File: config.mk
export PLATFORM = sky130hd
export DESIGN_NAME = addressed_packet_receiver_flat
export DESIGN_NICKNAME = d
export VERILOG_FILES = /design/src/hdl/apr_pkg.sv /design/src/hdl/apr_if.sv /design/src/hdl/apr_ram.sv /design/src/hdl/apr_deframer.sv /design/src/hdl/apr_ring.sv /design/src/hdl/addressed_packet_receiver.sv /design/src/flat_wrapper.sv
export SDC_FILE = /design/constraint.sdc
export NUM_CORES = 1
export LEC_CHECK = 0
export BUFFER_PORTS_ARGS = -buffer_cell sky130_fd_sc_hd__buf_2
export CAP_MARGIN = 40
export CORE_MARGIN = 2
export CORE_UTILIZATION = 35
export DETAILED_ROUTE_END_ITERATION = 6
export SLEW_MARGIN = 20
export SYNTH_ARGS = -nofsm -noshare
export SYNTH_HDL_FRONTEND = slang
export SYNTH_SLANG_ARGS = --single-unit
File: constraint.sdc
create_clock -name clk -period 4.55 [get_ports clk]
set_input_delay 0.2275 -clock clk [delete_from_list [all_inputs] [get_ports clk]]
set_output_delay 0.2275 -clock clk [all_outputs]
set_load 0.01 [all_outputs]
File: src/hdl/apr_pkg.sv
// Shared types and constants for the addressed packet receiver.
package apr_pkg;

  localparam int unsigned RING_DEPTH_DEFAULT = 32;
  localparam int unsigned FILL_W = 5;

  localparam logic [7:0] WAKE_BYTE      = 8'h55;
  localparam logic [7:0] FOREIGN_LIMIT  = 8'h0B;
  localparam logic [7:0] BROADCAST_ADDR = 8'h00;

  typedef enum logic [1:0] {
    ACT_BYTE  = 2'd0,
    ACT_POP   = 2'd1,
    ACT_CLEAR = 2'd2,
    ACT_NONE  = 2'd3
  } action_t;

  typedef struct packed {
    logic       fire;
    action_t    action;
    logic [7:0] rx_byte;
    logic       err;
  } step_t;

  typedef struct packed {
    logic       valid;
    logic [7:0] data;
  } push_t;

  typedef struct packed {
    logic listening;
    logic broadcast_seen;
    logic packet_done;
    logic error_flag;
    logic out_of_sync;
  } status_t;

endpackage

File: src/hdl/apr_if.sv
// Channel interfaces: received transactions in, result transactions out.
interface apr_in_if;
  logic       valid;
  logic       ready;
  logic [1:0] action;
  logic [7:0] rx_byte;
  logic       frame_error;
  logic       data_overrun;

  modport source (output valid, action, rx_byte, frame_error, data_overrun, input ready);
  modport sink   (input valid, action, rx_byte, frame_error, data_overrun, output ready);
endinterface

interface apr_out_if;
  logic       valid;
  logic       ready;
  logic [7:0] read_data;
  logic       read_valid;
  logic       listening;
  logic       broadcast_seen;
  logic       packet_done;
  logic       error_flag;
  logic       ring_overrun;
  logic       out_of_sync;
  logic [4:0] fill_count;

  modport source (output valid, read_data, read_valid, listening, broadcast_seen,
                  packet_done, error_flag, ring_overrun, out_of_sync, fill_count,
                  input ready);
  modport sink   (input valid, read_data, read_valid, listening, broadcast_seen,
                  packet_done, error_flag, ring_overrun, out_of_sync, fill_count,
                  output ready);
endinterface

File: src/hdl/apr_ram.sv
// Generic single-write, single-read RAM with registered read data.
module apr_ram #(
  parameter int unsigned WIDTH = 8,
  parameter int unsigned DEPTH = 32
) (
  input  logic                     clk,
  input  logic                     we,
  input  logic [$clog2(DEPTH)-1:0] waddr,
  input  logic [WIDTH-1:0]         wdata,
  input  logic                     re,
  input  logic [$clog2(DEPTH)-1:0] raddr,
  output logic [WIDTH-1:0]         rdata
);

  logic [WIDTH-1:0] mem [DEPTH];

  always_ff @(posedge clk) begin
    if (we) begin
      mem[waddr] <= wdata;
    end
    if (re) begin
      rdata <= mem[raddr];
    end
  end

endmodule

File: src/hdl/apr_deframer.sv
// Packet deframer: wake, address, length, payload and checksum tracking.
module apr_deframer (
  input  logic             clk,
  input  logic             rst,
  input  logic             cfg_wr_en,
  input  logic [7:0]       cfg_wr_data,
  input  apr_pkg::step_t   step,
  output apr_pkg::push_t   push,
  output apr_pkg::status_t status
);
  import apr_pkg::*;

  typedef enum logic [5:0] {
    S_WAKE  = 6'b000001,
    S_ADDR  = 6'b000010,
    S_FLEN  = 6'b000100,
    S_FLUSH = 6'b001000,
    S_LEN   = 6'b010000,
    S_BODY  = 6'b100000
  } state_t;

  state_t     state, state_next;
  logic [7:0] own_address;
  logic [7:0] remaining, remaining_next;
  logic [7:0] running_sum, running_sum_next;
  logic       broadcast, broadcast_next;
  logic       done, done_next;
  logic       error, error_next;
  logic       oos, oos_next;
  logic [7:0] sum_add;

  assign sum_add = running_sum + step.rx_byte;

  always_comb begin
    state_next       = state;
    remaining_next   = remaining;
    running_sum_next = running_sum;
    broadcast_next   = broadcast;
    done_next        = done;
    error_next       = error;
    oos_next         = oos;
    push             = '0;
    if (step.fire) begin
      case (step.action)
        ACT_BYTE: begin
          case (state)
            S_WAKE: begin
              if (step.rx_byte != WAKE_BYTE) oos_next = 1'b1;
              else state_next = S_ADDR;
            end
            S_ADDR: begin
              running_sum_next = step.rx_byte;
              if (step.err) error_next = 1'b1;
              remaining_next = '0;
              if (step.rx_byte == own_address) begin
                broadcast_next = 1'b0;
              end else if (step.rx_byte == BROADCAST_ADDR) begin
                broadcast_next = 1'b1;
              end
              if (step.rx_byte == own_address || step.rx_byte == BROADCAST_ADDR) begin
                state_next = S_LEN;
              end else begin
                state_next = S_FLEN;
              end
            end
            S_FLEN: begin
              running_sum_next = sum_add;
              if (step.err) error_next = 1'b1;
              if (step.rx_byte < FOREIGN_LIMIT) begin
                oos_next       = 1'b0;
                remaining_next = step.rx_byte + 8'd1;
                state_next     = S_FLUSH;
              end else begin
                remaining_next = step.rx_byte;
                state_next     = S_WAKE;
              end
            end
            S_FLUSH: begin
              remaining_next = remaining - 8'd1;
              if (remaining == 8'd1) state_next = S_WAKE;
            end
            S_LEN: begin
              running_sum_next = sum_add;
              if (step.err) error_next = 1'b1;
              remaining_next = step.rx_byte;
              state_next     = S_BODY;
            end
            S_BODY: begin
              running_sum_next = sum_add;
              if (step.err) error_next = 1'b1;
              if (remaining == 8'd0) begin
                // checksum byte closes the packet
                done_next  = 1'b1;
                state_next = S_WAKE;
                if (sum_add != 8'd0) error_next = 1'b1;
              end else begin
                remaining_next = remaining - 8'd1;
                push.valid     = 1'b1;
                push.data      = step.rx_byte;
              end
            end
            default: state_next = S_WAKE;
          endcase
        end
        ACT_CLEAR: begin
          done_next  = 1'b0;
          error_next = 1'b0;
        end
        default: ;
      endcase
    end
  end

  always_ff @(posedge clk) begin
    if (rst) begin
      state       <= S_WAKE;
      own_address <= 8'd1;
      remaining   <= '0;
      running_sum <= '0;
      broadcast   <= 1'b0;
      done        <= 1'b0;
      error       <= 1'b0;
      oos         <= 1'b0;
    end else begin
      state       <= state_next;
      remaining   <= remaining_next;
      running_sum <= running_sum_next;
      broadcast   <= broadcast_next;
      done        <= done_next;
      error       <= error_next;
      oos         <= oos_next;
      if (cfg_wr_en) own_address <= cfg_wr_data;
    end
  end

  assign status.listening      = (state == S_LEN) || (state == S_BODY);
  assign status.broadcast_seen = broadcast;
  assign status.packet_done    = done;
  assign status.error_flag     = error;
  assign status.out_of_sync    = oos;

endmodule

File: src/hdl/apr_ring.sv
// Payload ring: pointers, storage, pop read-out, fill count and overrun flag.
module apr_ring #(
  parameter int unsigned RING_DEPTH = apr_pkg::RING_DEPTH_DEFAULT
) (
  input  logic                       clk,
  input  logic                       rst,
  input  logic                       adv,
  input  apr_pkg::step_t             step,
  input  apr_pkg::push_t             push,
  output logic [7:0]                 read_data,
  output logic                       read_valid,
  output logic                       ring_overrun,
  output logic [apr_pkg::FILL_W-1:0] fill_count
);
  import apr_pkg::*;

  localparam int unsigned PW = $clog2(RING_DEPTH);
  localparam int unsigned FW = PW + 1;

  logic [PW-1:0] rp, wp, rp_inc, wp_inc;
  logic [FW-1:0] fill;
  logic [7:0]    ram_q;
  logic          pop_ok, ring_full;

  assign rp_inc    = (rp == PW'(RING_DEPTH - 1)) ? '0 : rp + PW'(1);
  assign wp_inc    = (wp == PW'(RING_DEPTH - 1)) ? '0 : wp + PW'(1);
  assign pop_ok    = step.fire && (step.action == ACT_POP) && (rp != wp);
  assign ring_full = (wp_inc == rp);

  apr_ram #(
    .WIDTH (8),
    .DEPTH (RING_DEPTH)
  ) u_ram (
    .clk   (clk),
    .we    (push.valid),
    .waddr (wp),
    .wdata (push.data),
    .re    (adv),
    .raddr (rp),
    .rdata (ram_q)
  );

  always_ff @(posedge clk) begin
    if (rst) begin
      rp           <= '0;
      wp           <= '0;
      read_valid   <= 1'b0;
      ring_overrun <= 1'b0;
    end else begin
      if (adv) read_valid <= pop_ok;
      if (push.valid) begin
        wp <= wp_inc;
        if (ring_full) begin
          rp           <= rp_inc;
          ring_overrun <= 1'b1;
        end
      end else if (pop_ok) begin
        rp <= rp_inc;
      end
      if (step.fire && step.action == ACT_CLEAR) ring_overrun <= 1'b0;
    end
  end

  assign fill = (wp >= rp) ? (FW'(wp) - FW'(rp)) : (FW'(wp) + FW'(RING_DEPTH) - FW'(rp));
  assign fill_count = FILL_W'(fill);
  assign read_data  = read_valid ? ram_q : 8'd0;

  a_push_not_empty: assert property (@(posedge clk) disable iff (rst)
    (push.valid) |=> (rp != wp))
    else $error("ring empty after a payload write");

  a_push_pop_excl: assert property (@(posedge clk) disable iff (rst)
    !(push.valid && pop_ok))
    else $error("payload write and pop in one transaction");

  a_full_overrun: assert property (@(posedge clk) disable iff (rst)
    (push.valid && ring_full) |=> ring_overrun)
    else $error("overrun flag not set on a full ring write");

endmodule

File: src/hdl/addressed_packet_receiver.sv
// Top level of the addressed packet receiver.
//
//   channel  dir  handshake          carries
//   req      in   valid/ready        action, rx_byte, frame_error, data_overrun
//   rsp      out  valid/ready        pop data, status flags, fill count
//   cfg      in   cfg_wr_en (write)  own_address
//
// One transaction per cycle while rsp does not stall; a result is registered after its request
// is taken (input register, then state update with the ring read into the result register).
// The ring RAM read port is registered and holds the pop data of the result register.
// rst is synchronous: clears all control state, own_address returns to 1.
// A stalled result holds; req.ready drops only while both stages are full and rsp stalls.
module addressed_packet_receiver #(
  parameter int unsigned RING_DEPTH = apr_pkg::RING_DEPTH_DEFAULT
) (
  input logic       clk,
  input logic       rst,
  input logic       cfg_wr_en,
  input logic [7:0] cfg_wr_data,
  apr_in_if.sink    req,
  apr_out_if.source rsp
);
  import apr_pkg::*;

  logic       a_valid, b_valid, adv;
  logic [1:0] a_action;
  logic [7:0] a_byte;
  logic       a_err;
  step_t      step;
  push_t      push;
  status_t    status;

  assign adv       = !b_valid || rsp.ready;
  assign req.ready = !a_valid || adv;

  always_ff @(posedge clk) begin
    if (rst) begin
      a_valid <= 1'b0;
      b_valid <= 1'b0;
    end else begin
      if (req.valid && req.ready) a_valid <= 1'b1;
      else if (adv) a_valid <= 1'b0;
      if (adv) b_valid <= a_valid;
    end
  end

  always_ff @(posedge clk) begin
    if (req.valid && req.ready) begin
      a_action <= req.action;
      a_byte   <= req.rx_byte;
      a_err    <= req.frame_error | req.data_overrun;
    end
  end

  assign step.fire    = adv && a_valid;
  assign step.action  = action_t'(a_action);
  assign step.rx_byte = a_byte;
  assign step.err     = a_err;

  apr_deframer u_deframer (
    .clk         (clk),
    .rst         (rst),
    .cfg_wr_en   (cfg_wr_en),
    .cfg_wr_data (cfg_wr_data),
    .step        (step),
    .push        (push),
    .status      (status)
  );

  apr_ring #(
    .RING_DEPTH (RING_DEPTH)
  ) u_ring (
    .clk          (clk),
    .rst          (rst),
    .adv          (adv),
    .step         (step),
    .push         (push),
    .read_data    (rsp.read_data),
    .read_valid   (rsp.read_valid),
    .ring_overrun (rsp.ring_overrun),
    .fill_count   (rsp.fill_count)
  );

  assign rsp.valid          = b_valid;
  assign rsp.listening      = status.listening;
  assign rsp.broadcast_seen = status.broadcast_seen;
  assign rsp.packet_done    = status.packet_done;
  assign rsp.error_flag     = status.error_flag;
  assign rsp.out_of_sync    = status.out_of_sync;

endmodule

File: src/flat_wrapper.sv
// flat-port wrapper written by rule: the top's interface ports become plain ports
module addressed_packet_receiver_flat import apr_pkg::*;
#(
  parameter int unsigned RING_DEPTH = apr_pkg::RING_DEPTH_DEFAULT
)
  (clk, rst, cfg_wr_en, cfg_wr_data, req_valid, req_action, req_rx_byte, req_frame_error, req_data_overrun, req_ready, rsp_valid, rsp_read_data, rsp_read_valid, rsp_listening, rsp_broadcast_seen, rsp_packet_done, rsp_error_flag, rsp_ring_overrun, rsp_out_of_sync, rsp_fill_count, rsp_ready);
  apr_in_if req_i ();
  apr_out_if rsp_i ();
  input logic clk;
  input logic rst;
  input logic cfg_wr_en;
  input logic [7:0] cfg_wr_data;
  input wire logic [$bits(req_i.valid)-1:0] req_valid;
  input wire logic [$bits(req_i.action)-1:0] req_action;
  input wire logic [$bits(req_i.rx_byte)-1:0] req_rx_byte;
  input wire logic [$bits(req_i.frame_error)-1:0] req_frame_error;
  input wire logic [$bits(req_i.data_overrun)-1:0] req_data_overrun;
  output wire logic [$bits(req_i.ready)-1:0] req_ready;
  output wire logic [$bits(rsp_i.valid)-1:0] rsp_valid;
  output wire logic [$bits(rsp_i.read_data)-1:0] rsp_read_data;
  output wire logic [$bits(rsp_i.read_valid)-1:0] rsp_read_valid;
  output wire logic [$bits(rsp_i.listening)-1:0] rsp_listening;
  output wire logic [$bits(rsp_i.broadcast_seen)-1:0] rsp_broadcast_seen;
  output wire logic [$bits(rsp_i.packet_done)-1:0] rsp_packet_done;
  output wire logic [$bits(rsp_i.error_flag)-1:0] rsp_error_flag;
  output wire logic [$bits(rsp_i.ring_overrun)-1:0] rsp_ring_overrun;
  output wire logic [$bits(rsp_i.out_of_sync)-1:0] rsp_out_of_sync;
  output wire logic [$bits(rsp_i.fill_count)-1:0] rsp_fill_count;
  input wire logic [$bits(rsp_i.ready)-1:0] rsp_ready;
  assign req_i.valid = req_valid;
  assign req_i.action = req_action;
  assign req_i.rx_byte = req_rx_byte;
  assign req_i.frame_error = req_frame_error;
  assign req_i.data_overrun = req_data_overrun;
  assign req_ready = req_i.ready;
  assign rsp_valid = rsp_i.valid;
  assign rsp_read_data = rsp_i.read_data;
  assign rsp_read_valid = rsp_i.read_valid;
  assign rsp_listening = rsp_i.listening;
  assign rsp_broadcast_seen = rsp_i.broadcast_seen;
  assign rsp_packet_done = rsp_i.packet_done;
  assign rsp_error_flag = rsp_i.error_flag;
  assign rsp_ring_overrun = rsp_i.ring_overrun;
  assign rsp_out_of_sync = rsp_i.out_of_sync;
  assign rsp_fill_count = rsp_i.fill_count;
  assign rsp_i.ready = rsp_ready;
  addressed_packet_receiver #(.RING_DEPTH(RING_DEPTH)) u_core (.clk(clk), .rst(rst), .cfg_wr_en(cfg_wr_en), .cfg_wr_data(cfg_wr_data), .req(req_i), .rsp(rsp_i));
endmodule
==> impl_metrics.yaml, run 1 <==
worst_setup_path:
  cp.required_ps: 4960
  reg2regPathDepth: 9
  startpoint: "u_core.a_byte[0]"
  cp-end-kind: "register"
  r2r-end: "u_core.u_deframer.error"
  critPathKind: "reg -> reg"
  reg2reg_from: "u_core.a_byte[0]"
  r2r_slack_ps: 1590
  startpoint_type: "register"
  arrival_ps: 3380
  crit_path_max_fanout: 9
pwr:
  vdd_drop_max_mv: 0.250
  power_density_mw_per_mm2: 374
  p_leak_nw: 4.64
layout:
  drive_gt1_frac: 0.252
  layout_common_cells: "edfxtp_1, nor2_1, mux4_2, buf_2, dfxtp_1"
  syn2layout_area_growth_pct: 16.6
  finalNetCount: 996
  fin_cells: 1496
  num_antenna_cells: 0
  final_common_cell: "edfxtp_1"
  post-route-util: 0.411
  fin_area_mm2: 0.0162
clock_network:
  cts_num_sinks: 323
  clk_pin_slew_ps: 60
  htreeDepth: 2
  cts_setup_buffers: 0
  cts_buffers: 36
  cts_max_path_buffers: 3
  cts_root_buf: "clkbuf_16"
  cts_tree: "built"
  clk_latency_ps: 540
sta:
  fin_tns_setup_ps: 0
  report.final.slew_viol_count: 0
  rsz0062_at_grt: "no"
  layout_min_cycle_time_ps: 2960
  fin_ws_ps: 1590
  min_period_over_period: 0.651
  setup_viol: 0
  finClkSkew_ps: 19.2
  slew-limit-headroom: 0.462
  fmax_ghz: 0.338
  worst_slew_pin_slew_ps: 806
  hold_viol: 0
drt:
  drt_pass1_iterations: 4
  wire_per_inst_um: 21.6
  route.detailed.drc: 0
  vias_per_cell: 5.22
  drtAntennaViolNets: 0
  drt_iter0_drc: 534
  vias: 7809
  finalWirelength_mm: 32.3
synthesis:
  yosysWarningCount: 0
  synth_cell_types: 69
  syn-instance-count: 851
  async_reset_ff_frac: 0
  ys_ff_latch: 323
  ys_seq_area_frac: 0.662
  ys_top_cells_by_area: "edfxtp_1, mux4_2, dfxtp_1"
  synth-edff-count: 275
  synth_top_area_cell: "edfxtp_1"
  synth_top_area_share: 0.593
  avgSynthCellArea_um2: 16.4
  syn_nets: 902
  syn_area_mm2: 0.0139
  ys.flop_type: "edfxtp_1"
grt:
  grtUsageMet2: 0.253
  met1_usage: 0.228
  grt-ovfl-total: 0
  grt_pass1_wl_mm: 48.9
  grt_usage: 0.159
  met3_usage: 0.0240
  busiest_layer: "met2"
  antenna_found_initial: 1
  grt_pass1_vias: 7701
  grt_max_degree: 71
worst_hold_path:
  whs_path_depth: 4
  min_from: "rsp_ready"
  hold_path_class: "in -> reg"
  hold_path_end: "u_core.rsp.valid"
floorplan:
  die_h_um: 204
  fp.coreArea_mm2: 0.0395
  die_area_mm2: 0.0414
  initial_core_util: 0.352
  rows: 73
  io_pins: 47
  die_x_um: 204
place:
  preCtsSetupSlack_ps: 1530
  placed_cells: 1395
  dpl_cell_area_mm2: 0.0148
  portBuffers: 46
  hpwl_mm: 20.9
  routabilityCongestion: 0.813
run:
  maxCapViolations: 0
outcome:
  outcome: "completed"
cells by family (layout without fill, tap and decap cells):
family                   count (synthesis)  in the layout  synth area share
buffers and inverters                   63            183            0.0212
multiplexers                           106            106             0.149
AND/OR/NAND/NOR                        213            213            0.0797
AO/OA/AOI/OAI                           91             91            0.0460
flip-flops                             323            323             0.662
adder cells (fa/ha/maj)                 26             26            0.0244
XOR/XNOR                                29             29            0.0182
routing by layer:
layer	wire length, um	share of wire	vias up
li1	-	-	3533
met5	0	0	-
met2	15200	0.47	243
met1	14600	0.45	3989
met4	664	0.021	0
met3	1840	0.057	44
stage by stage:
| stage | total power [mW] | hold slack [ps] |
|---|---|---|
| floorplan | 3.30 | 326 |
| global placement | 3.33 | 405 |
| detailed placement | 3.33 | 406 |
| CTS | 6.13 | 49.3 |
| global route | 6.25 | 79.4 |
| finish | 6.07 | 71.0 |
cell type report:
class | count | area, um2
Fill cell | 3554 | 23300
Sequential cell | 323 | 9220
Tap cell | 525 | 657
Timing Repair Buffer | 98 | 731
Clock buffer | 42 | 933
Multi-Input combinational cell | 465 | 4430
Inverter | 21 | 78.8
Clock inverter | 22 | 189
worst max-delay path, cell delays in order (launching register included):
cell      delay [ps]
edfxtp_1         590
ha_1             260
inv_1             70
fa_1             460
nor2b_1          170
o21ai_1          100
xnor2_1          150
or4_1            550
nor4b_1          350
o21ai_0          140
state kept, by name, summed over array words and instances (netlist names), 2 cells and up:
register and cells:
u_core.u_ring.u_ram.mem 256, u_core.a_byte 8, u_core.u_ring.rp 5, u_core.u_deframer.own_address 8, u_core.a_action 2, u_core.u_deframer.running_sum 8
u_core.u_ring.u_ram.rdata 8, u_core.u_deframer.remaining 8, u_core.u_deframer.state 6, u_core.u_ring.wp 5
how the worst max path moves through the flow:
stage	end	slack, ps	cells past startpoint
2_1_floorplan	u_core.u_deframer.error	2040	9
3_3_place_gp	u_core.u_ring.u_ram.mem[27][7]	1550	4
3_5_place_dp	u_core.u_ring.u_ram.mem[28][4]	1530	4
4_1_cts	u_core.u_ring.u_ram.mem[28][7]	1500	4
5_1_grt	u_core.u_ring.rp[2]	1330	9
6_report	u_core.u_deframer.error	1590	9
synthesized netlist by cell type (all sizes together) (5+ instances only):
library cell  number
a211oi             9
inv               21
xor2              10
a2bb2oi            8
nand3b             5
mux2               8
xnor2             19
clkbuf            23
or4                5
dfxtp             48
buf               19
a21oi             28
or2                6
o21ai             13
nand2             28
nor3               8
nand3              7
nand4b             5
and3               7
ha                24
and2              16
mux4              80
mux2i             18
nor2              89
nor2b             12
edfxtp           275
repair_timing:
item | in CTS | in global routing
resized for setup | 0 | 0
hold buffers | 21 | 0
hold endpoints to repair | 20 | 0
power breakdown:
group          switching [mW]  internal (mW)  leakage [nW]
combinational          0.0415         0.0473          1.77
sequential             0.0201           3.18          2.32
clock                    1.18           1.60         0.547
total                    1.25           4.82          4.64
(Power assumes the default switching activity.)
==> inputs of run 2 (changes only) <==
Clock period 4.55 ns to 2.6 ns, I/O delays scaled along.
==> impl_metrics.yaml, run 2 (synthesis results as in run 1) <==
layout:
  fin_area_mm2: 0.0168
  final_common_cell: "edfxtp_1"
  layout_common_cells: "edfxtp_1, buf_4, nor2_1, mux4_2"
  drive_gt1_frac: 0.293
  largest_reg_flops: 256
  num_antenna_cells: 0
  post-route-util: 0.425
  regMostFlops: "u_core.u_ring.u_ram.mem"
  finalNetCount: 1065
  syn2layout_area_growth_pct: 20.8
pwr:
  total_power_mw: 10.6
  switchingPower_mw: 2.16
  p_seq_frac: 0.527
  vdd_drop_max_mv: 0.395
  power_density_mw_per_mm2: 630
  power_frac_comb: 0.018
  p_leak_nw: 4.99
  clkPwrFrac: 0.455
  p_int_mw: 8.44
  p_sw_frac: 0.204
sta:
  min_period_over_period: 0.938
  slew-limit-headroom: 0.560
  worst_slew_pin_slew_ps: 661
  hold_viol: 0
  fin_tns_setup_ps: 0
  setup_viol: 0
  hold_ws_ps: 34.8
  finClkSkew_ps: 23.3
  rsz0062_at_grt: "no"
  layout_min_cycle_time_ps: 2440
  report.final.slew_viol_count: 0
  fmax_ghz: 0.410
worst_setup_path:
  startpoint_type: "register"
  cp.required_ps: 2470
  cp-end-kind: "output port"
  critPathKind: "reg -> out"
  crit_path_max_fanout: 8
  arrival_ps: 2310
drt:
  drt_iter0_drc: 432
  vias_per_cell: 5.02
  drtAntennaViolNets: 0
  drt_pass1_iterations: 5
  wire_per_inst_um: 20.3
  route.detailed.drc: 0
  finalWirelength_mm: 31.8
  vias: 7857
grt:
  grt_max_degree: 41
  antenna_found_initial: 0
  grt_usage: 0.157
  grt-ovfl-total: 0
  grt_pass1_vias: 8002
  grt_pass1_wl_mm: 48.9
clock_network:
  cts_max_path_buffers: 3
  clk_pin_slew_ps: 60
  cts_tree: "built"
  cts_num_sinks: 323
  htreeDepth: 2
  cts_buffers: 37
  clk_latency_ps: 540
  cts_root_buf: "clkbuf_16"
place:
  portBuffers: 46
  dpl_cell_area_mm2: 0.0154
  hpwl_mm: 20.7
  routabilityCongestion: 0.830
floorplan:
  fp.coreArea_mm2: 0.0395
  rows: 73
  die_area_mm2: 0.0414
  die_h_um: 204
  die_x_um: 204
  initial_core_util: 0.352
  io_pins: 47
worst_hold_path:
  hold_path_class: "in -> reg"
run:
  maxCapViolations: 0
outcome:
  outcome: "completed"
run 2: cell type report:
class / instances / area [um2]
well taps: 525 / 657
inverters: 21 / 78.8
fillers: 3495 / 22700
repair buffers: 166 / 1270
clock buffers: 45 / 966
multi-input cells: 465 / 4460
clock inverters: 20 / 166
flip-flops and latches: 323 / 9220
run 2: power by group through the flow:
stage	registers, mW	logic [mW]	clock network, mW
after floorplan	5.69	0.0873	0
after global placement	5.70	0.153	0
after detailed placement	5.70	0.154	0
after CTS	5.59	0.189	4.95
after global routing	5.59	0.211	5.13
final	5.59	0.191	4.82
run 2: final timing paths:
check / cells past startpoint / startpoint / endpoint / slack [ps]
setup reg to reg: 9 / u_core.u_ring.wp[0] / u_core.u_ring.rp[2] / 210
hold / removal: 3 / cfg_wr_en / u_core.u_deframer.own_address[5] / 30
setup / recovery: 9 / u_core.u_ring.wp[0] / rsp_fill_count[4] / 160
hold reg to reg: 2 / u_core.u_deframer.running_sum[7] / u_core.u_deframer.running_sum[7] / 480
run 2: per-stage QoR:
step	std cells	setup slack, ps
6_report	1565	160
5_1_grt	1565	19.7
2_1_floorplan	851	93.9
3_3_place_gp	1469	65.1
4_1_cts	1565	35.0
3_5_place_dp	1469	62.6
run 2: critical path, cell delays in order (launching register included):
cell     delay (ps)
dfxtp_1         350
buf_4           170
inv_2            60
ha_1            220
fa_2            410
inv_1            70
a21o_1          110
a21oi_1          70
xor2_1          160
buf_2           150
run 2: layer usage:
| layer | GRT usage | share of wire | routed length, um | vias to the layer above |
|---|---|---|---|---|
| met5 | 0 | 0 | 0 | - |
| met1 | 0.217 | 0.45 | 14200 | 3962 |
| li1 | - | - | - | 3677 |
| met4 | 0.0474 | 0.023 | 733 | 0 |
| met3 | 0.0235 | 0.044 | 1410 | 44 |
| met2 | 0.257 | 0.49 | 15500 | 174 |
run 2: what timing repair did:
item	in CTS	in global routing
hold endpoints to repair	20	0
resized for setup	0	8
hold buffers	27	0
setup endpoints to repair	2	3
pin swaps	0	0
buffers inserted	4	0
==> inputs of run 3 (changes only) <==
Settings changed: CORE_ASPECT_RATIO from default to 1.25.
==> impl_metrics.yaml, run 3 (synthesis results as in run 1) <==
outcome:
  outcome: "completed"
pwr:
  power_density_mw_per_mm2: 643
  power_frac_comb: 0.016
  p_seq_frac: 0.521
  switchingPower_mw: 2.09
  p_int_mw: 8.63
  vdd_drop_max_mv: 0.478
  p_sw_frac: 0.195
  p_leak_nw: 4.92
  clkPwrFrac: 0.463
floorplan:
  die_area_mm2: 0.0414
  initial_core_util: 0.355
  die_h_um: 227
  rows: 81
  fp.coreArea_mm2: 0.0392
  io_pins: 47
  die_x_um: 182
drt:
  vias_per_cell: 5.07
  vias: 7705
  route.detailed.drc: 0
  wire_per_inst_um: 19.5
  drt_pass1_iterations: 4
  drtAntennaViolNets: 0
  finalWirelength_mm: 29.7
  drt_iter0_drc: 470
grt:
  grt-ovfl-total: 0
  antenna_found_initial: 0
  grt_pass1_vias: 7988
  grt_usage: 0.147
  grt_max_degree: 33
  grt_pass1_wl_mm: 46.6
clock_network:
  clk_pin_slew_ps: 60
  clk_latency_ps: 520
  cts_tree: "built"
  cts_max_path_buffers: 3
  htreeDepth: 2
  cts_root_buf: "clkbuf_16"
  cts_num_sinks: 323
  cts_setup_buffers: 0
  cts_buffers: 35
place:
  routabilityCongestion: 0.800
  portBuffers: 46
  hpwl_mm: 19.8
  preCtsSetupSlack_ps: 8.11
sta:
  fin_tns_setup_ps: 0
  hold_viol: 0
  rsz0062_at_grt: "no"
  finClkSkew_ps: 22.1
  fin_ws_ps: 158
  slew-limit-headroom: 0.565
  layout_min_cycle_time_ps: 2440
  setup_viol: 0
  worst_slew_pin_slew_ps: 652
  report.final.slew_viol_count: 0
  fmax_ghz: 0.409
  min_period_over_period: 0.939
layout:
  syn2layout_area_growth_pct: 19.7
  num_antenna_cells: 0
  final_common_cell: "edfxtp_1"
  drive_gt1_frac: 0.295
  largest_reg_flops: 256
  finalNetCount: 1046
  layout_common_cells: "edfxtp_1, nor2_1, mux4_2, buf_4"
  regMostFlops: "u_core.u_ring.u_ram.mem"
worst_setup_path:
  startpoint_type: "register"
  arrival_ps: 2310
  crit_path_max_fanout: 19
  cp-end-kind: "output port"
  cp.required_ps: 2470
  critPathKind: "reg -> out"
worst_hold_path:
  hold_path_class: "in -> reg"
run:
  maxCapViolations: 0
[run 3: cell count changes in the layout (fill, tap and decap cells not counted), sizes merged]
| cell | before | now |
|---|---|---|
| buf | 139 | 127 |
| bufbuf | 0 | 1 |
| bufinv | 1 | 4 |
| dlygate4sd3 | 27 | 21 |
| clkinv | 17 | 12 |
| inv | 23 | 24 |
| clkbuf | 45 | 43 |
| clkinvlp | 0 | 1 |
[run 3: cell type report]
type                    instances  area, um2
fillers                      3472      22500
flip-flops and latches        323       9220
multi-input cells             465       4450
repair buffers                149       1140
clock buffers                  43        937
well taps                     498        623
clock inverters                20        218
inverters                      21       78.8
[run 3: worst paths after layout]
check	startpoint	slack (ps)	to	cells past startpoint
min	cfg_wr_en	30	u_core.u_deframer.own_address[0]	3
max	u_core.u_ring.rp[0]	160	rsp_fill_count[4]	8
min reg2reg	u_core.u_deframer.running_sum[7]	470	u_core.u_deframer.running_sum[7]	2
max reg2reg	u_core.a_byte[0]	190	u_core.u_deframer.error	9
[run 3: per-stage QoR]
step	util	area [um2]	total power, mW	hold WS, ps	std cells
after floorplan	-	13900	5.78	229	851
after global placement	0.389	15300	5.84	308	1434
after detailed placement	0.389	15300	5.84	308	1434
after CTS	0.425	16700	10.9	6.31	1519
after global routing	0.425	16700	11.1	42.9	1519
final	0.425	16700	10.7	28.1	1519
[run 3: power groups by stage]
stage / logic [mW] / clock network, mW / registers (mW)
6_report: 0.171 / 4.97 / 5.59
5_1_grt: 0.187 / 5.30 / 5.58
4_1_cts: 0.170 / 5.10 / 5.58
3_5_place_dp: 0.145 / 0 / 5.69
3_3_place_gp: 0.144 / 0 / 5.69
2_1_floorplan: 0.0873 / 0 / 5.69
[run 3: layer usage]
metal / global-route usage / part of all wire / vias to the layer above
met1: 0.187 / 0.42 / 3864
li1: - / - / 3623
met4: 0.0398 / 0.020 / 0
met2: 0.264 / 0.51 / 173
met5: 0 / 0 / -
met3: 0.0227 / 0.048 / 45
[run 3: what timing repair did]
| item | CTS | global route |
|---|---|---|
| endpoints found under the setup margin | 2 | 4 |
| hold buffers | 21 | 0 |
| hold endpoints to repair | 20 | 0 |
| gates cloned | 1 | 0 |
| pin swaps | 0 | 1 |
| resized for setup | 2 | 6 |
[run 3: critical path, stage by stage, from the launching register on]
cell     delay (ps)
dfxtp_4         400
buf_12          190
ha_2            220
fa_2            220
inv_1            40
a21o_1          150
a21oi_2         220
xor2_2          200
buf_2           160
